File: config.mk
export PLATFORM = sky130hd
export DESIGN_NAME = detection_dedup_cache
export DESIGN_NICKNAME = d
export VERILOG_FILES = /design/src/ddc_pkg.sv /design/src/ddc_entry_mem.sv /design/src/ddc_iou_unit.sv /design/src/detection_dedup_cache.sv
export VERILOG_INCLUDE_DIRS = /design/src /design/src/src
export SDC_FILE = /design/constraint.sdc
export NUM_CORES = 2
export LEC_CHECK = 0
export ABC_CLOCK_PERIOD_IN_PS = 21500
export BUFFER_PORTS_ARGS = -buffer_cell sky130_fd_sc_hd__buf_2
export CAP_MARGIN = 10
export CORE_AREA = 4 4 544 546
export CTS_CLUSTER_SIZE = 30
export DETAILED_ROUTE_END_ITERATION = 10
export DIE_AREA = 0 0 548 550
export PLACE_DENSITY = 0.54
export SLEW_MARGIN = 20
export SYNTH_ARGS = -nofsm -noshare
export SYNTH_HDL_FRONTEND = slang
export SYNTH_SLANG_ARGS = --single-unit
File: constraint.sdc
create_clock -name i_clk -period 21.5 [get_ports i_clk]
set_clock_uncertainty 0.15 [all_clocks]
set_input_delay 2.15 -clock i_clk [delete_from_list [all_inputs] [get_ports i_clk]]
set_output_delay 2.15 -clock i_clk [all_outputs]
set_load 0.1 [all_outputs]
File: src/detection_dedup_cache_assert.svh
// Assertion helpers for the cache RTL, used by its top module.
// All checks are sampled on the rising edge of i_clk and are off while i_rst_n is low.
`ifndef DETECTION_DEDUP_CACHE_ASSERT_SVH
`define DETECTION_DEDUP_CACHE_ASSERT_SVH

// Same-cycle implication.
`define DDC_ASSERT_NOW(lbl, ante, cons, msg) \
    lbl: assert property (@(posedge i_clk) disable iff (!i_rst_n) (ante) |-> (cons)) \
        else $error(msg);

// Next-cycle implication.
`define DDC_ASSERT_NEXT(lbl, ante, cons, msg) \
    lbl: assert property (@(posedge i_clk) disable iff (!i_rst_n) (ante) |=> (cons)) \
        else $error(msg);

`endif

File: src/ddc_pkg.sv
package ddc_pkg;

    // Fixed geometry of the cache
    localparam int DEPTH      = 16;
    localparam int IDX_W      = $clog2(DEPTH);
    localparam int CNT_W      = 5;
    localparam int CLASS_BITS = 8;
    localparam int COORD_BITS = 12;
    localparam int TIME_BITS  = 32;

    // Configuration registers
    localparam int TTL_W  = 32;
    localparam int THR_W  = 9;
    localparam int CFG_W  = 32;
    localparam logic [TTL_W-1:0] TTL_RESET = TTL_W'(1000);
    localparam logic [THR_W-1:0] THR_RESET = THR_W'(128);

    typedef enum logic [0:0] {
        CFG_TTL = 1'b0,
        CFG_THR = 1'b1
    } t_cfg_reg;

    // Input mode codes
    localparam logic MODE_DETECT = 1'b0;
    localparam logic MODE_EXPIRE = 1'b1;

    // IoU arithmetic widths
    localparam int DIFF_W  = COORD_BITS + 1;           // signed coordinate difference
    localparam int AREA_W  = 2 * COORD_BITS + 1;       // signed box area
    localparam int INTER_W = 2 * COORD_BITS;           // unsigned intersection area
    localparam int UNI_W   = 2 * COORD_BITS + 3;       // signed union area
    localparam int MUL_W   = UNI_W + DIFF_W;           // shared multiplier product
    localparam int CMP_W   = UNI_W - 1 + THR_W;        // thr * positive union

    typedef struct packed {
        logic                  mode;
        logic [CLASS_BITS-1:0] class_id;
        logic [COORD_BITS-1:0] left;
        logic [COORD_BITS-1:0] top;
        logic [COORD_BITS-1:0] right;
        logic [COORD_BITS-1:0] bottom;
        logic [TIME_BITS-1:0]  now_ticks;
    } t_in;

    typedef struct packed {
        logic             novel;
        logic [CNT_W-1:0] occupancy;
        logic             evicted_oldest;
    } t_out;

    typedef struct packed {
        logic [COORD_BITS-1:0] bottom;
        logic [COORD_BITS-1:0] right;
        logic [COORD_BITS-1:0] top;
        logic [COORD_BITS-1:0] left;
    } t_box;

    typedef struct packed {
        logic [CLASS_BITS-1:0] entry_class;
        t_box                  entry_box;
        logic [TIME_BITS-1:0]  entry_time;
    } t_entry;

    typedef enum logic [2:0] {
        OP_AREA_IN,
        OP_AREA_ENT,
        OP_INTER,
        OP_UNION,
        OP_SCALE
    } t_iou_op;

    typedef struct packed {
        logic    en;
        t_iou_op op;
    } t_iou_ctl;

    typedef enum logic [3:0] {
        S_IDLE,
        S_AREA,
        S_EXPIRE,
        S_AREA_B,
        S_INTER,
        S_UNION,
        S_SCALE,
        S_TEST,
        S_INSERT
    } t_state;

    // Ring index plus offset, wrapped to DEPTH
    function automatic logic [IDX_W-1:0] idx_add(input logic [IDX_W-1:0] base,
                                                 input logic [CNT_W-1:0] offs);
        logic [CNT_W:0] sum;
        sum = {{(CNT_W+1-IDX_W){1'b0}}, base} + {1'b0, offs};
        if (sum >= (CNT_W+1)'(DEPTH)) begin
            sum = sum - (CNT_W+1)'(DEPTH);
        end
        return sum[IDX_W-1:0];
    endfunction

endpackage

File: src/ddc_entry_mem.sv
module ddc_entry_mem
    import ddc_pkg::*;
(
    input  logic             i_clk,
    input  logic             i_we,
    input  logic [IDX_W-1:0] i_waddr,
    input  t_entry           i_wdata,
    input  logic [IDX_W-1:0] i_raddr,
    output t_entry           o_rdata
);

    t_entry r_mem [DEPTH];
    t_entry r_rdata;

    always_ff @(posedge i_clk) begin
        if (i_we) begin
            r_mem[i_waddr] <= i_wdata;
        end
        r_rdata <= r_mem[i_raddr];
    end

    assign o_rdata = r_rdata;

endmodule

File: src/ddc_iou_unit.sv
module ddc_iou_unit
    import ddc_pkg::*;
(
    input  logic             i_clk,
    input  t_iou_ctl         i_ctl,
    input  t_box             i_box_in,
    input  t_box             i_box_ent,
    input  logic [THR_W-1:0] i_thr,
    output logic             o_hit
);

    logic signed [UNI_W-1:0]   mul_a;
    logic signed [DIFF_W-1:0]  mul_b;
    logic signed [MUL_W-1:0]   mul_p;
    logic signed [AREA_W-1:0]  r_area_a;
    logic signed [AREA_W-1:0]  r_area_b;
    logic        [INTER_W-1:0] r_inter;
    logic signed [UNI_W-1:0]   r_uni;
    logic        [CMP_W-1:0]   r_scaled;
    logic                      uni_pos;

    function automatic logic signed [DIFF_W-1:0] diff(input logic [COORD_BITS-1:0] hi,
                                                      input logic [COORD_BITS-1:0] lo);
        return $signed({1'b0, hi}) - $signed({1'b0, lo});
    endfunction

    // overlap extent on one axis, clamped at zero
    function automatic logic signed [DIFF_W-1:0] extent(input logic [COORD_BITS-1:0] a0,
                                                        input logic [COORD_BITS-1:0] a1,
                                                        input logic [COORD_BITS-1:0] b0,
                                                        input logic [COORD_BITS-1:0] b1);
        logic [COORD_BITS-1:0]     hi;
        logic [COORD_BITS-1:0]     lo;
        logic signed [DIFF_W-1:0]  d;
        hi = (a1 < b1) ? a1 : b1;
        lo = (a0 > b0) ? a0 : b0;
        d  = diff(hi, lo);
        return d[DIFF_W-1] ? '0 : d;
    endfunction

    function automatic logic signed [UNI_W-1:0] sx(input logic signed [DIFF_W-1:0] d);
        return {{(UNI_W-DIFF_W){d[DIFF_W-1]}}, d};
    endfunction

    always_comb begin
        mul_a = '0;
        mul_b = '0;
        unique case (i_ctl.op)
            OP_AREA_IN: begin
                mul_a = sx(diff(i_box_in.right, i_box_in.left));
                mul_b = diff(i_box_in.bottom, i_box_in.top);
            end
            OP_AREA_ENT: begin
                mul_a = sx(diff(i_box_ent.right, i_box_ent.left));
                mul_b = diff(i_box_ent.bottom, i_box_ent.top);
            end
            OP_INTER: begin
                mul_a = sx(extent(i_box_in.left, i_box_in.right,
                                  i_box_ent.left, i_box_ent.right));
                mul_b = extent(i_box_in.top, i_box_in.bottom,
                               i_box_ent.top, i_box_ent.bottom);
            end
            OP_SCALE: begin
                mul_a = r_uni;
                mul_b = $signed({{(DIFF_W-THR_W){1'b0}}, i_thr});
            end
            OP_UNION: begin
                mul_a = '0;
                mul_b = '0;
            end
        endcase
    end

    assign mul_p = mul_a * mul_b;

    always_ff @(posedge i_clk) begin
        if (i_ctl.en) begin
            unique case (i_ctl.op)
                OP_AREA_IN:  r_area_a <= mul_p[AREA_W-1:0];
                OP_AREA_ENT: r_area_b <= mul_p[AREA_W-1:0];
                OP_INTER:    r_inter  <= mul_p[INTER_W-1:0];
                OP_UNION: begin
                    r_uni <= {{(UNI_W-AREA_W){r_area_a[AREA_W-1]}}, r_area_a}
                           + {{(UNI_W-AREA_W){r_area_b[AREA_W-1]}}, r_area_b}
                           - $signed({{(UNI_W-INTER_W){1'b0}}, r_inter});
                end
                OP_SCALE:    r_scaled <= mul_p[CMP_W-1:0];
            endcase
        end
    end

    // inter*256 >= thr*union; an empty or negative union only matches a zero threshold
    assign uni_pos = !r_uni[UNI_W-1] && (r_uni != '0);
    assign o_hit   = uni_pos ? ({{(CMP_W-INTER_W-8){1'b0}}, r_inter, 8'b0} >= r_scaled)
                             : (i_thr == '0);

endmodule

File: src/detection_dedup_cache.sv
// Channel  | Ports                                   | Handshake
// ---------+-----------------------------------------+------------------------------------
// item in  | i_item                                  | taken when start high, busy low
// result   | o_result                                | o_result_valid, one cycle, no stall
// config   | i_cfg_we, i_cfg_index, i_cfg_data       | written on any edge with i_cfg_we out of reset
//
// Busy while an item is handled: area of the incoming box, expiry of stale entries, then a
// scan of the live entries with an IoU test per same-class entry and, if novel, the insert;
// a duplicate ends the scan early and expire mode stops after expiry. One shared multiplier
// (three uses per same-class entry) and one memory read port set the busy time.
// Reset (synchronous, active low) empties the ring and holds busy high; entries not cleared.
// The result beat appears in the cycle busy falls; the receiver cannot stall it.
module detection_dedup_cache
    import ddc_pkg::*;
(
    input  logic             i_clk,
    input  logic             i_rst_n,
    input  logic             start,
    output logic             busy,
    input  t_in              i_item,
    output logic             o_result_valid,
    output t_out             o_result,
    input  logic             i_cfg_we,
    input  t_cfg_reg         i_cfg_index,
    input  logic [CFG_W-1:0] i_cfg_data
);

`include "detection_dedup_cache_assert.svh"

    t_state           r_state, n_state;
    logic [IDX_W-1:0] r_oldest, n_oldest;
    logic [CNT_W-1:0] r_count, n_count;
    logic [CNT_W-1:0] r_idx, n_idx;
    t_out             r_out, n_out;
    logic             r_result_valid, n_result_valid;
    t_in              r_in;
    logic [TTL_W-1:0] r_ttl;
    logic [THR_W-1:0] r_thr;

    t_iou_ctl         iou_ctl;
    logic             iou_hit;
    t_box             box_in;
    t_entry           rd_entry;
    t_entry           wr_entry;
    logic             mem_we;
    logic [IDX_W-1:0] mem_waddr;
    logic [IDX_W-1:0] mem_raddr;
    logic [TIME_BITS-1:0] age;
    logic             full;

    assign box_in = '{bottom: r_in.bottom, right: r_in.right, top: r_in.top, left: r_in.left};
    assign wr_entry = '{entry_class: r_in.class_id, entry_box: box_in,
                        entry_time: r_in.now_ticks};

    // wrapping age of the entry under the read port
    assign age  = r_in.now_ticks - rd_entry.entry_time;
    assign full = (r_count == CNT_W'(DEPTH));

    // read address follows the next pointer, so the data is there when the state needs it
    assign mem_raddr = idx_add(n_oldest, n_idx);
    assign mem_waddr = full ? r_oldest : idx_add(r_oldest, r_count);

    ddc_entry_mem u_mem (
        .i_clk   (i_clk),
        .i_we    (mem_we),
        .i_waddr (mem_waddr),
        .i_wdata (wr_entry),
        .i_raddr (mem_raddr),
        .o_rdata (rd_entry)
    );

    ddc_iou_unit u_iou (
        .i_clk     (i_clk),
        .i_ctl     (iou_ctl),
        .i_box_in  (box_in),
        .i_box_ent (rd_entry.entry_box),
        .i_thr     (r_thr),
        .o_hit     (iou_hit)
    );

    // config registers
    always_ff @(posedge i_clk) begin
        if (!i_rst_n) begin
            r_ttl <= TTL_RESET;
            r_thr <= THR_RESET;
        end else if (i_cfg_we) begin
            unique case (i_cfg_index)
                CFG_TTL: r_ttl <= i_cfg_data[TTL_W-1:0];
                CFG_THR: r_thr <= i_cfg_data[THR_W-1:0];
            endcase
        end
    end

    // item latch
    always_ff @(posedge i_clk) begin
        if (r_state == S_IDLE && start) begin
            r_in <= i_item;
        end
    end

    always_ff @(posedge i_clk) begin
        if (!i_rst_n) begin
            r_state        <= S_IDLE;
            r_oldest       <= '0;
            r_count        <= '0;
            r_idx          <= '0;
            r_result_valid <= 1'b0;
        end else begin
            r_state        <= n_state;
            r_oldest       <= n_oldest;
            r_count        <= n_count;
            r_idx          <= n_idx;
            r_result_valid <= n_result_valid;
        end
    end

    always_ff @(posedge i_clk) begin
        r_out <= n_out;
    end

    always_comb begin
        n_state        = r_state;
        n_oldest       = r_oldest;
        n_count        = r_count;
        n_idx          = r_idx;
        n_out          = r_out;
        n_result_valid = 1'b0;
        iou_ctl        = '{en: 1'b0, op: OP_AREA_IN};
        mem_we         = 1'b0;

        unique case (r_state)
            S_IDLE: begin
                n_idx = '0;
                if (start) begin
                    n_state = S_AREA;
                end
            end
            // area of the incoming box, once per item
            S_AREA: begin
                iou_ctl = '{en: 1'b1, op: OP_AREA_IN};
                n_state = S_EXPIRE;
            end
            // pop stale entries from the oldest end, one per cycle
            S_EXPIRE: begin
                if (r_count != '0 && age > r_ttl) begin
                    n_oldest = idx_add(r_oldest, CNT_W'(1));
                    n_count  = r_count - CNT_W'(1);
                end else if (r_in.mode == MODE_EXPIRE) begin
                    n_out          = '{novel: 1'b0, occupancy: r_count, evicted_oldest: 1'b0};
                    n_result_valid = 1'b1;
                    n_state        = S_IDLE;
                end else begin
                    n_idx   = '0;
                    n_state = S_AREA_B;
                end
            end
            // scan: class filter, then stored box area
            S_AREA_B: begin
                if (r_idx == r_count) begin
                    n_state = S_INSERT;
                end else if (rd_entry.entry_class != r_in.class_id) begin
                    n_idx = r_idx + CNT_W'(1);
                end else begin
                    iou_ctl = '{en: 1'b1, op: OP_AREA_ENT};
                    n_state = S_INTER;
                end
            end
            S_INTER: begin
                iou_ctl = '{en: 1'b1, op: OP_INTER};
                n_state = S_UNION;
            end
            S_UNION: begin
                iou_ctl = '{en: 1'b1, op: OP_UNION};
                n_state = S_SCALE;
            end
            S_SCALE: begin
                iou_ctl = '{en: 1'b1, op: OP_SCALE};
                n_state = S_TEST;
            end
            S_TEST: begin
                if (iou_hit) begin
                    // duplicate: nothing stored
                    n_out          = '{novel: 1'b0, occupancy: r_count, evicted_oldest: 1'b0};
                    n_result_valid = 1'b1;
                    n_state        = S_IDLE;
                end else begin
                    n_idx   = r_idx + CNT_W'(1);
                    n_state = S_AREA_B;
                end
            end
            // append; a full ring overwrites its oldest slot
            S_INSERT: begin
                mem_we = 1'b1;
                if (full) begin
                    n_oldest = idx_add(r_oldest, CNT_W'(1));
                end else begin
                    n_count = r_count + CNT_W'(1);
                end
                n_out          = '{novel: 1'b1, occupancy: n_count, evicted_oldest: full};
                n_result_valid = 1'b1;
                n_state        = S_IDLE;
            end
        endcase
    end

    // no item is taken while reset is held
    assign busy           = !i_rst_n || (r_state != S_IDLE);
    assign o_result_valid = r_result_valid;
    assign o_result       = r_out;

    `DDC_ASSERT_NOW(a_count_bound, 1'b1, r_count <= CNT_W'(DEPTH),
        "entry count above depth")
    `DDC_ASSERT_NOW(a_evict_full, o_result_valid && o_result.evicted_oldest,
        o_result.novel && o_result.occupancy == CNT_W'(DEPTH),
        "eviction reported without a full store")
    `DDC_ASSERT_NOW(a_occ_track, o_result_valid, o_result.occupancy == r_count,
        "reported occupancy differs from ring count")
    `DDC_ASSERT_NEXT(a_take_busy, start && !busy, busy && !o_result_valid,
        "accepted item did not make the block busy")
    `DDC_ASSERT_NEXT(a_single_beat, o_result_valid, !o_result_valid,
        "result beat held for more than one cycle")

endmodule

-- Word level (Yosys, flattened, before mapping)
Memory sizes are Yosys's and may differ from the RTL's. A register that Yosys moved wholly into a read port is not among the register bits.
Index checks and enable logic that the tools add are counted.
- register bits: 292
- memory bits (writable): 1408
- input port bits: 126
- output and inout bits: 9
- logic and storage cells: 143
- memories: 1
- memory list (memory ; words ; bits a word ; read ports ; clocked after Yosys merged registers in ; write ports ; RTL line ; source):
    u_mem.r_mem ; 16 ; 88 ; 1 ; 1 ; 1 ; ddc_entry_mem.sv:12 ; t_entry r_mem [DEPTH];
- add/sub/neg operators: 18
- $mul: 1
- order comparisons: 9
- equal/unequal tests: 21
- muxes and demuxes: 46
- bitwise logic cells: 1
- reductions and logical operators: 24
- operators by type and width (kind ; count):
    $pmux 27 s5 ; 1
    $sub 12x12->13 ; 6
    $mux 12 ; 6
    $pmux 13 s5 ; 1
    $mux 4 ; 12
    $pmux 4 s9 ; 1
    $ge 32x35->1 ; 1
    $mul 27x13->35 ; 1
    $mux 5 ; 7
    $gt 32x32->1 ; 1
    $sub 32x32->32 ; 1
    $reduce_bool 27->1 ; 1
    $sub 27x24->27 ; 1
    $add 25x25->26 ; 1
    $gt 12x12->1 ; 2
    $lt 12x12->1 ; 2
    $mux 7 ; 3
    $pmux 7 s3 ; 1
    $pmux 4 s5 ; 1
    $pmux 5 s4 ; 1
    $eq 4x3->1 const B ; 4
    $reduce_and 2->1 ; 8
    $add 4x5->6 ; 2
    $ge 6x5->1 const B ; 2
    34 further kinds ; 53

-- Logic depth before layout (Yosys ltp)
- depth after elaboration: 8
- gate-level depth with buffers: 52
- depth with buffers taken out: 49

-- Cells and area by module
A second synthesis with hierarchy kept.
- cell total of the unflattened synthesis: 5631
- area, all modules: 85896.1 um^2
- modules (own cells, without submodules) (module ; times used ; cells each ; area each (um^2)):
    ddc_entry_mem ; 1 ; 2256 ; 54360.9
    ddc_iou_unit ; 1 ; 2536 ; 23153.5
    detection_dedup_cache ; 1 ; 839 ; 8381.8

-- Least setup slack after synthesis
Ideal clock, no wire load.
- kind: register -> register
- start: register r_in, in the netlist box_in[25]
- end: register u_iou.r_scaled[33], data pin
- setup time: 0.135 ns
- arrival: 11.203 ns
- required time: 21.215 ns
- slack: 10.013 ns
- stages on the path, launching flop included: 50
- cells stage by stage: edfxtp_1 > ha_1 > a21o_1 > a21o_1 > a21o_1 > a21o_1 > a21o_1 > a21o_1 > a21oi_1 > o2111ai_1 > a21oi_1 > clkbuf_1 > mux2i_1 > ha_1 > inv_1 > fa_1 > a21o_1 > a21oi_1 > [14 not listed] > fa_1 > fa_1 > fa_1 > inv_1 > fa_1 > inv_1 > ha_1 > o21ai_0 > nor3_1 > a21o_1 > nand2_1 > a21oi_1 > o41ai_1 > a31oi_1 > a31oi_1 > a31oi_1 > or4_1 > nand3_1
- word-level cells in the longest chain between the ends: 6
- elaborated cells on any way between the ends: 7
- classes of those cells: add/sub: 2; mul: 1; order compare: 1; mux: 3
- ends and longest elaborated chain (what ; RTL line ; source):
    start, declared ; detection_dedup_cache.sv:36 ; t_in r_in;
    start signal, assigned ; detection_dedup_cache.sv:97 ; r_in <= i_item;
    $lt 12x12->1 ; ddc_iou_unit.sv:35 ; hi = (a1 < b1) ? a1 : b1;
    $mux 12 ; ddc_iou_unit.sv:35 ;
    $sub 12x12->13 ; ddc_iou_unit.sv:24 ; return $signed({1'b0, hi}) - $signed({1'b0, lo});
    $mux 12 ; ddc_iou_unit.sv:38 ; return d[DIFF_W-1] ? '0 : d;
    $pmux 27 s5 (*) ; ddc_iou_unit.sv:48 ; unique case (i_ctl.op)
    $mul 27x13->35 (*) ; ddc_iou_unit.sv:74 ; assign mul_p = mul_a * mul_b;
    named net u_iou.mul_p[33] ; ddc_iou_unit.sv:14 ; logic signed [MUL_W-1:0] mul_p;
    end signal, assigned ; ddc_iou_unit.sv:87 ; OP_SCALE: r_scaled <= mul_p[CMP_W-1:0];
    end, declared ; ddc_iou_unit.sv:19 ; logic [CMP_W-1:0] r_scaled;
Mark *: on every way through the listed nets, which the timed path passes. The rest lies on a longest branch.
A chain may end at the register's enable or synchronous reset.

-- Final worst setup path
- start: register r_in, in the netlist box_in[37]
- end: register u_iou.r_scaled[33], data pin
- word-level cells in the longest chain between the ends: 6
- elaborated cells on any way between the ends: 7
- classes of those cells: add/sub: 2; mul: 1; order compare: 1; mux: 3
- ends and longest elaborated chain (what ; RTL line):
    $lt 12x12->1 ; ddc_iou_unit.sv:35
    $mux 12 ; ddc_iou_unit.sv:35
    $sub 12x12->13 ; ddc_iou_unit.sv:24
    $mux 12 ; ddc_iou_unit.sv:38
    $pmux 13 s5 (*) ; ddc_iou_unit.sv:48
    $mul 27x13->35 (*) ; ddc_iou_unit.sv:74
    named net u_iou.mul_p[33] ; ddc_iou_unit.sv:14
Marked as above.

==> summary.txt <==
GLOBAL ROUTE
---------------------------------------------------------------------------------
Number of antenna violations at the first check in global routing ..           25
Routing usage on met2 ..............................................        24.3%
GRT Util Overall ...................................................        15.2%
Total global routing overflow ......................................            0
Global-route wire length before repair .............................   344,000 um
Number of global-route vias before repair ..........................       50,812
Met3 track demand over resource ....................................        2.53%
Pin count of the biggest net entering global routing ...............          164
Most heavily used metal layer in global routing ....................         met2
Met1 global-route usage ............................................        21.9%

YOSYS
---------------------------------------------------------------------------------
Ys async rst share .................................................           0%
Cell type with the highest aggregate area in the netlist ........... sky130_fd_sc_hd__edfxtp_1
Number of synthesis warnings .......................................            0
FF+latch count, synth ..............................................        1,788
Area share of the largest cell type after synthesis ................        56.7%
Predominant post-synthesis flop cell ............................... sky130_fd_sc_hd__edfxtp_1
Fraction of the yosys area taken by sequential cells ...............        60.1%
Number of enable flip-flop cells after synthesis ...................        1,640
Synth Area per Inst ................................................     15.3 um2
Cells after synthesis ..............................................        5,689
Total nets after synthesis .........................................        6,457
Count of unique library cells instantiated by Yosys ................           92
Mapped Area ........................................................   86,900 um2
Synth area leaders ................................................. sky130_fd_sc_hd__edfxtp_1 57%, sky130_fd_sc_hd__mux4_2 9.1%, sky130_fd_sc_hd__fa_1 6.8%

STA
---------------------------------------------------------------------------------
Max Clock Freq .....................................................   0.0763 GHz
# setup viols final ................................................            0
Headroom to the max-slew limit .....................................        26.9%
Crit share post-route ..............................................        61.0%
Unrepaired setup endpoints after global routing ....................           no
Total Negative Setup Slacks ........................................         0 ns
Number of hold violations in the final report ......................            0
Worst slew pin tran ................................................      1.10 ns
Final Slew Violations ..............................................            0
Min Tclk post-route ................................................     13.11 ns

CTS
---------------------------------------------------------------------------------
Post-CTS setup buffers .............................................            0
CTS sink cnt .......................................................        1,788
Number of gates resized after CTS ..................................            0
H-tree depth .......................................................            4
Hold_buf cts .......................................................            0
Total CTS buffers ..................................................          186
CTS tree ...........................................................        built
Clock Path Buffers .................................................            3
Cell chosen for the clock root ..................................... sky130_fd_sc_hd__clkbuf_16
Clock Pin Slew Worst Setup and Hold Paths ..........................      0.07 ns
Clock network latency to the later pin of the worst-skew pair ......      0.85 ns

FLOORPLAN
---------------------------------------------------------------------------------
Placeable core area ................................................  291,000 um2
I/O pin count ......................................................          135
Die height .........................................................       550 um
Total die area .....................................................  301,000 um2
Initial core utilization ...........................................        29.9%
Floorplan die width ................................................       548 um
Core Rows ..........................................................          198

ROUTING
---------------------------------------------------------------------------------
Via density per instance ...........................................         4.92
Wirelength, routed .................................................   231,000 um
Post-DR wirelength/cell ............................................      23.2 um
Detailed-route DRC error count .....................................            0
Antenna viol nets, final ...........................................            0
Number of optimization iterations in the first detailed-route pass .            6
Via count ..........................................................       49,090
Number of DRC violations after detailed-routing iteration 0 ........        4,573

CELLS AND AREA
---------------------------------------------------------------------------------
Sequential cell area ...............................................   52,200 um2
Final-layout fill cell count .......................................       27,801
End-of-flow core utilization .......................................        34.0%
Post-layout nets ...................................................        6,682
Ratio of cells with drive above 1 in the final layout ..............        16.7%
Finished Layout Cells ..............................................        9,971
Area growth from synthesis to layout ...............................        13.8%
Multi-input gate area ..............................................   31,900 um2

SETUP PATH
---------------------------------------------------------------------------------
Startpoint type of the worst setup path ............................     register
Internal reg-to-reg setup slack ....................................      8.39 ns
R2R cell count .....................................................           45
Data required time at the worst endpoint ...........................     22.02 ns
Critical path data arrival time ....................................     13.63 ns
Worst path slowest cell ............................................ sky130_fd_sc_hd__nand2_1
Maximum cell stage delay along the critical path ...................      0.91 ns
Crit. End Element ..................................................     register
Worst Path Class, Setup ............................................ register to register
Worst-path fanout max ..............................................           25

HOLD PATH
---------------------------------------------------------------------------------
Number of cells traversed by the worst hold path ...................            2
Kind of path behind the tightest hold check ........................ register to register

OUTCOME
---------------------------------------------------------------------------------
Result of the run .................................................. finished, final reports clean

PLACEMENT
---------------------------------------------------------------------------------
RD Place Congestion ................................................        0.877
Post-detail-place hpwl .............................................   145,000 um
Port bufs ..........................................................          134
Placed Instances ...................................................        9,625

FLOW RUN
---------------------------------------------------------------------------------
Number of maximum-capacitance violations ...........................            0

## worst max-delay path, delay by kind of cell (launching register included)
kind	cells	cell delay (ns)
simple gates	9	2.39
buf+inv	6	0.68
fa+ha+maj	10	4.23
flops	1	0.72
mux	1	0.22
compound gates	19	4.54
## flip-flops by register name, summed over array words and instances, names as in the netlist, named ones only
signal and cells:
r_thr 9, r_oldest 4, box_in 48, u_mem.o_rdata 88
r_state 4, o_result 7, o_result_valid 1, r_in 41
u_iou.r_inter 24, u_iou.r_area_b 25, u_iou.r_area_a 25, u_mem.r_mem 1408
r_ttl 32, r_count 5, u_iou.r_scaled 35, r_idx 4
u_iou.r_uni 27
## per-layer routing
layer | up-vias | part of all wire, %
met2 | 1365 | 46
met4 | 2 | 1.7
met5 | - | 0.0060
met3 | 260 | 5.8
met1 | 25733 | 46
li1 | 21730 | -
## stage by stage
stage,hold slack (ns),area (um2),setup WS [ns]
5_1_grt,0.326,98800,7.41
6_report,0.307,98900,8.39
4_1_cts,0.308,98800,8.36
2_1_floorplan,0.286,86900,10.01
3_5_place_dp,0.300,92800,8.40
3_3_place_gp,0.298,92800,8.74
## kinds of logic (layout without fill, tap and decap cells)
logic type / after synthesis / after routing / share of synthesized area [%]
compound gates: 682 / 682 / 5.93
xor+xnor: 181 / 181 / 1.85
fa+ha+maj: 642 / 642 / 11.8
buf+inv: 778 / 1158 / 3.47
flops: 1788 / 1788 / 60.1
mux: 494 / 494 / 10.8
other cells: 0 / 2 / 0
simple gates: 1124 / 1124 / 6.09
## cell usage after synthesis (13+ instances only)
cell type and number:
sky130_fd_sc_hd__o211ai_1 14, sky130_fd_sc_hd__mux2_1 18, sky130_fd_sc_hd__mux2i_1 117, sky130_fd_sc_hd__edfxtp_1 1640, sky130_fd_sc_hd__ha_1 348, sky130_fd_sc_hd__xor2_1 72, sky130_fd_sc_hd__a21oi_1 190, sky130_fd_sc_hd__nand3_1 60
sky130_fd_sc_hd__nand2_1 377, sky130_fd_sc_hd__a221oi_2 83, sky130_fd_sc_hd__a31oi_1 29, sky130_fd_sc_hd__and3_1 25, sky130_fd_sc_hd__inv_1 558, sky130_fd_sc_hd__mux4_2 352, sky130_fd_sc_hd__o21a_1 24, sky130_fd_sc_hd__a21o_1 87
sky130_fd_sc_hd__dfxtp_1 148, sky130_fd_sc_hd__and2_1 107, sky130_fd_sc_hd__buf_1 16, sky130_fd_sc_hd__a211oi_1 13, sky130_fd_sc_hd__clkbuf_1 174, sky130_fd_sc_hd__a221oi_1 15, sky130_fd_sc_hd__buf_2 16, sky130_fd_sc_hd__nand4_1 24
sky130_fd_sc_hd__nor3_1 141, sky130_fd_sc_hd__xnor2_1 107, sky130_fd_sc_hd__nor2b_1 40, sky130_fd_sc_hd__nand2b_1 38, sky130_fd_sc_hd__o21bai_1 17, sky130_fd_sc_hd__fa_1 294, sky130_fd_sc_hd__nor2_1 246, sky130_fd_sc_hd__o21ai_0 92
sky130_fd_sc_hd__nor4_1 13
## area by class of cell
type                    instances  share of cell area (%)
clock inverters               105                    1.17
clock buffers                 238                    4.95
inverters                     561                    2.13
well taps                    3900                    4.94
diodes                          2                 0.00506
multi-input cells            3123                    32.3
flip-flops and latches       1788                    52.8
repair buffers                254                    1.71
## path summary, 6_finish.rpt
check	end	from
worst min-delay path	r_ttl[13]$_SDFFE_PN0P_	r_ttl[13]$_SDFFE_PN0P_
worst min register to register	r_ttl[13]$_SDFFE_PN0P_	r_ttl[13]$_SDFFE_PN0P_
worst max register to register	u_iou.r_scaled[33]$_DFFE_PP_	box_in[37]$_DFFE_PP_
worst max-delay path	u_iou.r_scaled[33]$_DFFE_PP_	box_in[37]$_DFFE_PP_
## placed cells by master, fill, tap and decap left out, types with 148 or more instances in the layout
master,n
sky130_fd_sc_hd__a21oi_1,189
sky130_fd_sc_hd__clkbuf_16,186
sky130_fd_sc_hd__dfxtp_1,148
sky130_fd_sc_hd__edfxtp_1,1640
sky130_fd_sc_hd__fa_1,293
sky130_fd_sc_hd__ha_1,347
sky130_fd_sc_hd__inv_1,558
sky130_fd_sc_hd__mux4_2,352
sky130_fd_sc_hd__nand2_1,377
sky130_fd_sc_hd__nor2_1,228
Power is left out: the tool's default activity adds up to more than one toggle a clock period on the data nets, which glitch-free logic cannot reach.
